--- src/sv/ready_queue_select_assert.svh ---
// Assertion macros for the ready queue. Each macro expects signals named clk and rst_n
// in the scope where it is used.
`ifndef READY_QUEUE_SELECT_ASSERT_SVH
`define READY_QUEUE_SELECT_ASSERT_SVH

`ifndef SYNTHESIS
// Checked on every rising edge outside reset.
`define RQS_ASSERT(lbl, prop, msg) \
    lbl: assert property (@(posedge clk) disable iff (!rst_n) prop) else $error(msg);
// Checked on every rising edge, reset included.
`define RQS_ASSERT_RST(lbl, prop, msg) \
    lbl: assert property (@(posedge clk) prop) else $error(msg);
`else
`define RQS_ASSERT(lbl, prop, msg)
`define RQS_ASSERT_RST(lbl, prop, msg)
`endif

`endif

--- src/sv/rqs_pkg.sv ---
`timescale 1ns / 1ps

package rqs_pkg;

    localparam int QUEUE_DEPTH = 16;
    localparam int IDX_W       = $clog2(QUEUE_DEPTH);
    localparam int CNT_W       = $clog2(QUEUE_DEPTH + 1);

    localparam int ID_W    = 16;
    localparam int PRIO_W  = 8;
    localparam int BURST_W = 16;
    localparam int KEY_W   = (BURST_W > PRIO_W) ? BURST_W : PRIO_W;
    localparam int MODE_W  = 2;
    localparam int STAT_W  = 2;
    localparam int FILL_W  = 5;

    localparam logic [MODE_W-1:0] POL_FIFO = MODE_W'(0);
    localparam logic [MODE_W-1:0] POL_SJF  = MODE_W'(1);
    localparam logic [MODE_W-1:0] POL_PR   = MODE_W'(2);

    localparam logic [STAT_W-1:0] ST_OK    = STAT_W'(0);
    localparam logic [STAT_W-1:0] ST_EMPTY = STAT_W'(1);
    localparam logic [STAT_W-1:0] ST_FULL  = STAT_W'(2);

    localparam logic REQ_ENQ = 1'b0;
    localparam logic REQ_DEQ = 1'b1;

    localparam logic [CNT_W-1:0] FULL_CNT = CNT_W'(QUEUE_DEPTH);

    typedef struct packed {
        logic [ID_W-1:0]    id;
        logic [PRIO_W-1:0]  prio;
        logic [BURST_W-1:0] burst;
    } entry_t;

    typedef struct packed {
        logic             en;
        logic [IDX_W-1:0] addr;
        entry_t           data;
    } ram_wr_t;

    // Low FILL_W bits of an entry count, zero-extended where the count is narrower.
    function automatic logic [FILL_W-1:0] fill_of(input logic [CNT_W-1:0] cnt);
        logic [CNT_W+FILL_W-1:0] wide;
        wide = {{FILL_W{1'b0}}, cnt};
        return wide[FILL_W-1:0];
    endfunction

endpackage

--- src/sv/rqs_entry_ram.sv ---
`timescale 1ns / 1ps

module rqs_entry_ram (
    input  logic                       clk,
    input  rqs_pkg::ram_wr_t           wr,
    input  logic [rqs_pkg::IDX_W-1:0]  raddr,
    output rqs_pkg::entry_t            rdata
);
    import rqs_pkg::*;

    // Entry storage; contents are undefined until written.
    entry_t mem [QUEUE_DEPTH];

    always_ff @(posedge clk)
    begin
        if (wr.en)
        begin
            mem[wr.addr] <= wr.data;
        end
    end

    always_ff @(posedge clk)
    begin
        rdata <= mem[raddr];
    end

endmodule

--- src/sv/ready_queue_select.sv ---
// ready_queue_select: bounded ready queue with FIFO, shortest-burst or highest-priority removal.
// Enqueue and empty dequeue: the registered result strobe comes in the cycle after acceptance.
// Dequeue of n entries taking slot k: a scan of the held entries (slot zero only under FIFO),
// then a shift of the later entries when k < n-1, then the strobe, all through the one RAM read port.
// Reset (rst_n low, asynchronous) empties the queue and selects FIFO; no clearing pass.
// Results last one cycle on done and cannot be stalled by the receiver.
`timescale 1ns / 1ps
`include "ready_queue_select_assert.svh"

module ready_queue_select (
    input  logic                          clk,
    input  logic                          rst_n,
    input  logic                          start,
    output logic                          busy,
    input  logic                          req_type,
    input  logic [rqs_pkg::ID_W-1:0]      proc_id,
    input  logic [rqs_pkg::PRIO_W-1:0]    prio_in,
    input  logic [rqs_pkg::BURST_W-1:0]   burst_in,
    input  logic                          policy_we,
    input  logic [rqs_pkg::MODE_W-1:0]    policy_wdata,
    output logic                          done,
    output logic                          took_entry,
    output logic [rqs_pkg::ID_W-1:0]      out_id,
    output logic [rqs_pkg::PRIO_W-1:0]    out_prio,
    output logic [rqs_pkg::BURST_W-1:0]   out_burst,
    output logic [rqs_pkg::STAT_W-1:0]    status,
    output logic [rqs_pkg::FILL_W-1:0]    fill_level
);
    import rqs_pkg::*;

    // The sequencer idles waiting for a transfer, scans the held entries one per cycle
    // through a single comparator (only slot zero under FIFO), then closes any gap left by the removed entry.
    typedef enum logic [1:0] {
        S_IDLE,
        S_SCAN,
        S_SHIFT
    } state_t;

    state_t             state_reg,     state_next;
    logic [CNT_W-1:0]   count_reg,     count_next;
    logic [MODE_W-1:0]  mode_reg,      mode_next;
    logic [IDX_W-1:0]   scan_idx_reg,  scan_idx_next;
    logic [IDX_W-1:0]   scan_last_reg, scan_last_next;
    logic [IDX_W-1:0]   cmp_idx_reg,   cmp_idx_next;
    logic               cmp_vld_reg,   cmp_vld_next;
    logic [IDX_W-1:0]   last_idx_reg,  last_idx_next;
    logic [IDX_W-1:0]   best_idx_reg,  best_idx_next;
    entry_t             best_reg,      best_next;
    logic [IDX_W-1:0]   sh_rd_reg,     sh_rd_next;
    logic               sh_act_reg,    sh_act_next;
    logic               wr_vld_reg,    wr_vld_next;
    logic [IDX_W-1:0]   wr_addr_reg,   wr_addr_next;
    logic               done_reg,      done_next;
    logic               took_reg,      took_next;
    entry_t             res_reg,       res_next;
    logic [STAT_W-1:0]  status_reg,    status_next;
    logic [FILL_W-1:0]  fill_reg,      fill_next;

    logic               accept;
    logic [CNT_W-1:0]   cnt_m1;
    logic [IDX_W-1:0]   cnt_m1_idx;
    entry_t             rd_data;
    ram_wr_t            ram_wr;
    logic [IDX_W-1:0]   ram_raddr;
    logic [KEY_W-1:0]   cmp_a;
    logic [KEY_W-1:0]   cmp_b;
    logic               cmp_less;
    logic               take;
    logic [IDX_W-1:0]   best_sel_idx;
    entry_t             best_sel;
    logic               scan_end;

    assign busy       = (state_reg != S_IDLE);
    assign accept     = start && !busy;
    assign cnt_m1     = count_reg - CNT_W'(1);
    assign cnt_m1_idx = cnt_m1[IDX_W-1:0];

    rqs_entry_ram u_ram (
        .clk   (clk),
        .wr    (ram_wr),
        .raddr (ram_raddr),
        .rdata (rd_data)
    );

    // Shared comparator. For shortest burst the fresh entry wins when its burst is
    // strictly smaller; for highest priority when its priority is strictly larger. Ties
    // therefore keep the older entry. Any other policy code never replaces slot zero.
    always_comb
    begin
        cmp_a = '0;
        cmp_b = '0;
        case (mode_reg)
            POL_SJF:
            begin
                cmp_a = KEY_W'(rd_data.burst);
                cmp_b = KEY_W'(best_reg.burst);
            end
            POL_PR:
            begin
                cmp_a = KEY_W'(best_reg.prio);
                cmp_b = KEY_W'(rd_data.prio);
            end
            default:
            begin
                cmp_a = '0;
                cmp_b = '0;
            end
        endcase
    end

    assign cmp_less     = (cmp_a < cmp_b);
    assign take         = cmp_vld_reg && ((cmp_idx_reg == '0) || cmp_less);
    assign best_sel_idx = take ? cmp_idx_reg : best_idx_reg;
    assign best_sel     = take ? rd_data : best_reg;
    assign scan_end     = cmp_vld_reg && (cmp_idx_reg == scan_last_reg);

    // The read port follows the scan pointer, or the shift pointer while compacting.
    assign ram_raddr = (state_reg == S_SHIFT) ? sh_rd_reg : scan_idx_reg;

    // A single write port: enqueue appends at the count, compaction moves each entry
    // down one slot the cycle after it has been read.
    always_comb
    begin
        ram_wr.en         = 1'b0;
        ram_wr.addr       = count_reg[IDX_W-1:0];
        ram_wr.data.id    = proc_id;
        ram_wr.data.prio  = prio_in;
        ram_wr.data.burst = burst_in;
        if (state_reg == S_SHIFT)
        begin
            ram_wr.en   = wr_vld_reg;
            ram_wr.addr = wr_addr_reg;
            ram_wr.data = rd_data;
        end
        else if (state_reg == S_IDLE)
        begin
            ram_wr.en = accept && (req_type == REQ_ENQ) && (count_reg != FULL_CNT);
        end
    end

    always_comb
    begin
        state_next     = state_reg;
        count_next     = count_reg;
        mode_next      = policy_we ? policy_wdata : mode_reg;
        scan_idx_next  = scan_idx_reg;
        scan_last_next = scan_last_reg;
        cmp_idx_next   = cmp_idx_reg;
        cmp_vld_next   = cmp_vld_reg;
        last_idx_next  = last_idx_reg;
        best_idx_next  = best_idx_reg;
        best_next      = best_reg;
        sh_rd_next     = sh_rd_reg;
        sh_act_next    = sh_act_reg;
        wr_vld_next    = 1'b0;
        wr_addr_next   = wr_addr_reg;
        done_next      = 1'b0;
        took_next      = took_reg;
        res_next       = res_reg;
        status_next    = status_reg;
        fill_next      = fill_reg;

        unique case (state_reg)
            S_IDLE:
            begin
                if (accept)
                begin
                    took_next = 1'b0;
                    res_next  = '0;
                    if (req_type == REQ_ENQ)
                    begin
                        done_next = 1'b1;
                        if (count_reg == FULL_CNT)
                        begin
                            status_next = ST_FULL;
                            fill_next   = fill_of(count_reg);
                        end
                        else
                        begin
                            status_next = ST_OK;
                            count_next  = count_reg + CNT_W'(1);
                            fill_next   = fill_of(count_reg + CNT_W'(1));
                        end
                    end
                    else if (count_reg == '0)
                    begin
                        done_next   = 1'b1;
                        status_next = ST_EMPTY;
                        fill_next   = '0;
                    end
                    else
                    begin
                        state_next    = S_SCAN;
                        scan_idx_next = '0;
                        cmp_idx_next  = '0;
                        cmp_vld_next  = 1'b0;
                        last_idx_next = cnt_m1_idx;
                        if ((mode_reg == POL_SJF) || (mode_reg == POL_PR))
                        begin
                            scan_last_next = cnt_m1_idx;
                        end
                        else
                        begin
                            scan_last_next = '0;
                        end
                    end
                end
            end

            S_SCAN:
            begin
                cmp_vld_next  = 1'b1;
                cmp_idx_next  = scan_idx_reg;
                if (scan_idx_reg != scan_last_reg)
                begin
                    scan_idx_next = scan_idx_reg + IDX_W'(1);
                end
                best_idx_next = best_sel_idx;
                best_next     = best_sel;
                if (scan_end)
                begin
                    if (best_sel_idx == last_idx_reg)
                    begin
                        // The newest entry leaves, so nothing needs to move.
                        state_next  = S_IDLE;
                        done_next   = 1'b1;
                        took_next   = 1'b1;
                        res_next    = best_sel;
                        status_next = ST_OK;
                        count_next  = cnt_m1;
                        fill_next   = fill_of(cnt_m1);
                    end
                    else
                    begin
                        state_next  = S_SHIFT;
                        sh_rd_next  = best_sel_idx + IDX_W'(1);
                        sh_act_next = 1'b1;
                    end
                end
            end

            S_SHIFT:
            begin
                if (sh_act_reg)
                begin
                    wr_vld_next  = 1'b1;
                    wr_addr_next = sh_rd_reg - IDX_W'(1);
                    if (sh_rd_reg == last_idx_reg)
                    begin
                        sh_act_next = 1'b0;
                    end
                    else
                    begin
                        sh_rd_next = sh_rd_reg + IDX_W'(1);
                    end
                end
                if (wr_vld_reg && !sh_act_reg)
                begin
                    state_next  = S_IDLE;
                    done_next   = 1'b1;
                    took_next   = 1'b1;
                    res_next    = best_reg;
                    status_next = ST_OK;
                    count_next  = cnt_m1;
                    fill_next   = fill_of(cnt_m1);
                end
            end

            default:
            begin
                state_next = S_IDLE;
            end
        endcase
    end

    always_ff @(posedge clk or negedge rst_n)
    begin
        if (!rst_n)
        begin
            state_reg     <= S_IDLE;
            count_reg     <= '0;
            mode_reg      <= POL_FIFO;
            scan_idx_reg  <= '0;
            scan_last_reg <= '0;
            cmp_idx_reg   <= '0;
            cmp_vld_reg   <= 1'b0;
            last_idx_reg  <= '0;
            best_idx_reg  <= '0;
            best_reg      <= '0;
            sh_rd_reg     <= '0;
            sh_act_reg    <= 1'b0;
            wr_vld_reg    <= 1'b0;
            wr_addr_reg   <= '0;
            done_reg      <= 1'b0;
            took_reg      <= 1'b0;
            res_reg       <= '0;
            status_reg    <= ST_OK;
            fill_reg      <= '0;
        end
        else
        begin
            state_reg     <= state_next;
            count_reg     <= count_next;
            mode_reg      <= mode_next;
            scan_idx_reg  <= scan_idx_next;
            scan_last_reg <= scan_last_next;
            cmp_idx_reg   <= cmp_idx_next;
            cmp_vld_reg   <= cmp_vld_next;
            last_idx_reg  <= last_idx_next;
            best_idx_reg  <= best_idx_next;
            best_reg      <= best_next;
            sh_rd_reg     <= sh_rd_next;
            sh_act_reg    <= sh_act_next;
            wr_vld_reg    <= wr_vld_next;
            wr_addr_reg   <= wr_addr_next;
            done_reg      <= done_next;
            took_reg      <= took_next;
            res_reg       <= res_next;
            status_reg    <= status_next;
            fill_reg      <= fill_next;
        end
    end

    assign done       = done_reg;
    assign took_entry = took_reg;
    assign out_id     = res_reg.id;
    assign out_prio   = res_reg.prio;
    assign out_burst  = res_reg.burst;
    assign status     = status_reg;
    assign fill_level = fill_reg;

    // A returned entry always comes with a good status.
    `RQS_ASSERT(a_took_ok, done && took_entry |-> status == ST_OK,
                "entry returned with bad status")
    // An accepted enqueue into a queue with room grows the count by one.
    `RQS_ASSERT(a_enq_count,
                start && !busy && req_type == REQ_ENQ && count_reg != FULL_CNT
                |=> count_reg == CNT_W'($past(count_reg) + CNT_W'(1)),
                "enqueue did not grow count")
    // Every dequeue that occupied the sequencer ends with a result strobe.
    `RQS_ASSERT(a_busy_done, $fell(busy) |-> done, "busy dropped without a result")
    // An empty dequeue reports an empty queue and returns nothing.
    `RQS_ASSERT(a_empty_res, done && status == ST_EMPTY |-> !took_entry && fill_level == '0,
                "empty dequeue result inconsistent")
    // Once reset has been seen, the block sits idle with no result pending.
    `RQS_ASSERT_RST(a_rst_quiet, !rst_n |=> !done && !busy, "activity during reset")

endmodule

--- config.mk ---
export PLATFORM = sky130hd
export DESIGN_NAME = ready_queue_select
export DESIGN_NICKNAME = d
export VERILOG_FILES = /design/src/sv/rqs_pkg.sv /design/src/sv/rqs_entry_ram.sv /design/src/sv/ready_queue_select.sv
export VERILOG_INCLUDE_DIRS = /design/src /design/src/sv
export SDC_FILE = /design/constraint.sdc
export NUM_CORES = 1
export LEC_CHECK = 0
export BUFFER_PORTS_ARGS = -buffer_cell sky130_fd_sc_hd__buf_2
export CAP_MARGIN = 10
export CORE_MARGIN = 3
export CORE_UTILIZATION = 60
export DETAILED_ROUTE_END_ITERATION = 8
export PLACE_DENSITY = 0.78
export RECOVER_POWER = 50
export SETUP_SLACK_MARGIN = 0.5
export SYNTH_ARGS = -nofsm -noshare
export SYNTH_HDL_FRONTEND = slang
export SYNTH_SLANG_ARGS = --single-unit
--- constraint.sdc ---
create_clock -name clk -period 11.5 [get_ports clk]
set_input_delay 1.725 -clock clk [delete_from_list [all_inputs] [get_ports clk]]
set_output_delay 1.725 -clock clk [all_outputs]
set_load 0.1 [all_outputs]
==> summary.txt <==
Run status
  – Run status: finished, violations left
  – Failing checks: max-capacitance violations, max-slew violations

Yosys
  – Top cells by count, synth: 640 x edfxtp_1, 306 x nand2_1, 160 x mux4_2
  – Top cell type's share of synthesized area: 58.7%
  – Synth area leader: edfxtp_1
  – Seq cells post-synth: 809
  – Post-synth EDFFs: 640
  – Syn_nets: 2035
  – Synth area leaders: edfxtp_1 59%, mux4_2 11%, dfrtp_1 9.9%
  – Mapped Cells: 1960
  – Synth Flop Type: edfxtp_1
  – Synthesis Warnings: 0
  – Sequential share of the synthesized area: 71.0%
  – Synthesized cell area: 0.0327 sq mm
  – Avg Cell Area, Syn: 16.7 sq um
  – Most common cell in the netlist: edfxtp_1
  – Distinct cells, synth: 70
  – Ys async rst share: 15.9%

STA
  – Setup TNS: 0 ns
  – Layout Skew: 0.0256 ns
  – Final Setup Violations: 0
  – Final hold viol count: 0
  – Period utilization: 60.9%
  – Slew Viols, Final: 204
  – Worst-margin pin slew: 4.73 ns
  – Fmax: 0.143 GHz
  – Final Worst Setup Slack: 4.49 ns
  – Min Tclk post-route: 7.01 ns
  – RSZ-0062 raised after global routing: false
  – Worst rel slew slack: -216%

Worst setup path
  – Crit path max fanout: 160
  – CP max stage delay: 1.88 ns
  – Type of the worst setup path: register to register
  – Cell chain of the critical path: inv_1, ha_1, clkbuf_1, inv_2, a21boi_4, buf_12, mux4_2, and2_1, a211oi_1, a31oi_1
  – CP arrival: 7.47 ns
  – Crit-path slowest cell: ha_1
  – Family with the most delay on the worst path: buffers and inverters
  – CP Buf/Inv Count: 4
  – Worst EP required: 11.96 ns
  – Worst setup SP type: register
  – Critical Path End Type: register

Clocking
  – Reg clk slew, reported paths: 0.06 ns
  – TritonCTS clock tree: yes
  – CTS Hold Bufs: 0
  – CTS Buf Count: 78
  – CTS Sinks: 809
  – Worst-Skew Late Latency: 0.62 ns
  – Clk buf depth: 3
  – Post-cts sizing count: 0
  – H-tree depth: 3
  – Clk root buf: clkbuf_16
  – Post CTS Setup Buffer Count: 0

Placement
  – Buffers on Ports: 96
  – Gpl congestion: 0.857
  – Place WS: 6.53 ns
  – Hpwl dp: 39700 um

Floorplanning
  – Num ports: 97
  – Die Width: 240 um
  – DIE HEIGHT: 240 um
  – Core area: 0.0533 sq mm
  – Full die area: 0.0574 sq mm
  – Row count: 84
  – Initial core utilization: 61.5%

Drt
  – Via density: 6.64
  – Antenna-violating nets left: 0
  – Drt pass-1 iters: 6
  – Via count: 18577
  – Post-route DRC: 0
  – DR WL/cell: 27.9 um
  – DR iter-0 viols: 2060
  – Final wirelength: 78100 um

Global routing
  – GRT Resource Usage Total: 27.8%
  – Vias in the first global route: 18748
  – First-pass GRT wire length: 118000 um
  – Initial antenna violation count: 1
  – Grt total ovfl: 0
  – Maximum number of pins on one net before global-route repair: 161

Power and ir drop
  – Pwr per Cell Area: 273 mW/mm^2
  – LEAKAGE: 12.8 nW
  – Peak VDD IR: 0.000207 V

Finish
  – Max FFs per register: 640
  – Area Overhead vs Synth: 11.5%
  – Fillcell total: 3238
  – Final core occ: 68.5%
  – Post-layout nets: 2119
  – ANT cells: 0
  – Layout cells sized above 1: 19.9%

Run
  – Max-cap violations: 4

Worst hold path
  – Hold Crit Class: register to register
==> worst min-delay path, cell delays in order (launching register included) <==
cell,delay (ns)
dfxtp_1,0.33
nand2_1,0.06
nand2_1,0.04
==> final timing paths <==
| check | depth (start not counted) | slack [ns] | startpoint | to |
|---|---|---|---|---|
| max in group asynchronous | 2 | 4.85 | rst_n | out_burst[8] |
| min in group asynchronous | 1 | 2.80 | rst_n | count_reg[0] |
| worst min-delay path | 2 | 0.46 | u_ram.rdata[37] | best_reg[37] |
| worst max-delay path | 10 | 4.49 | state_reg[0] | u_ram.rdata[14] |
| worst max register to register | 10 | 4.49 | state_reg[0] | u_ram.rdata[14] |
| worst min register to register | 2 | 0.46 | u_ram.rdata[37] | best_reg[37] |
==> cell type report <==
type | instances | area [sq um] | area share [%]
Multi-Input combinational cell | 1009 | 9080 | 24.9
Inverter | 21 | 78.8 | 0.216
Clock inverter | 40 | 367 | 1.00
Clock buffer | 106 | 2210 | 6.06
Sequential cell | 809 | 23200 | 63.6
Timing Repair Buffer | 125 | 676 | 1.85
Tap cell | 688 | 861 | 2.36
==> per-layer routing <==
layer / up-vias / part of all wire, % / GRT usage, %
li1: 7822 / - / -
met3: 185 / 8.8 / 4.95
met1: 9482 / 39 / 38.8
met5: - / 0 / 0
met2: 1088 / 49 / 44.9
met4: 0 / 3.2 / 10.0
==> layout by cell type, fill, tap and decap left out, types with 9 or more instances in the layout <==
cell type and instances:
mux4_2 160, clkbuf_1 52, and2_1 49, nor2_4 14, nand2_1 306, mux2_1 42
a22o_1 9, xnor2_1 11, dfxtp_1 40, nand3_1 15, buf_2 64, clkinv_1 15
a21oi_1 18, o21ai_1 12, clkinv_2 14, xor2_1 16, dfrtp_1 129, nor2_1 23
ha_1 28, nor3_1 9, buf_4 25, a22oi_1 52, o21ai_0 19, inv_1 16
a31oi_1 43, edfxtp_1 640, a211oi_1 41, clkbuf_16 83, o31ai_1 44
==> per-stage QoR <==
step / hold slack [ns] / std cells / cell area [sq um] / power, mW
finish: 0.464 / 2798 / 36500 / 9.98
global route: 0.487 / 2798 / 36500 / 10.4
CTS: 0.461 / 2798 / 36600 / 10.0
detailed placement: 0.453 / 2652 / 34000 / 7.43
global placement: 0.452 / 2652 / 34000 / 7.32
floorplan: 0.423 / 1960 / 32700 / 6.60
==> cell families (layout without fill, tap and decap cells) <==
logic type                 after synthesis  in the layout  share of synthesized area [%]
xor gates and xnor gates                27             27                          0.722
AOI/OAI and AO/OA                      287            287                           6.44
DFF                                    809            809                           71.0
and+or+nand+nor                        448            448                           5.90
muxes                                  219            219                           13.1
adders and majority gates               28             28                           1.07
buffers and inverters                  142            292                           1.81
==> where the power goes <==
group          switching (mW)  internal (mW)
clock                    1.07           1.49
sequential              0.374           3.70
combinational            2.26           1.08
total                    3.71           6.27
(Power assumes the default switching activity.)
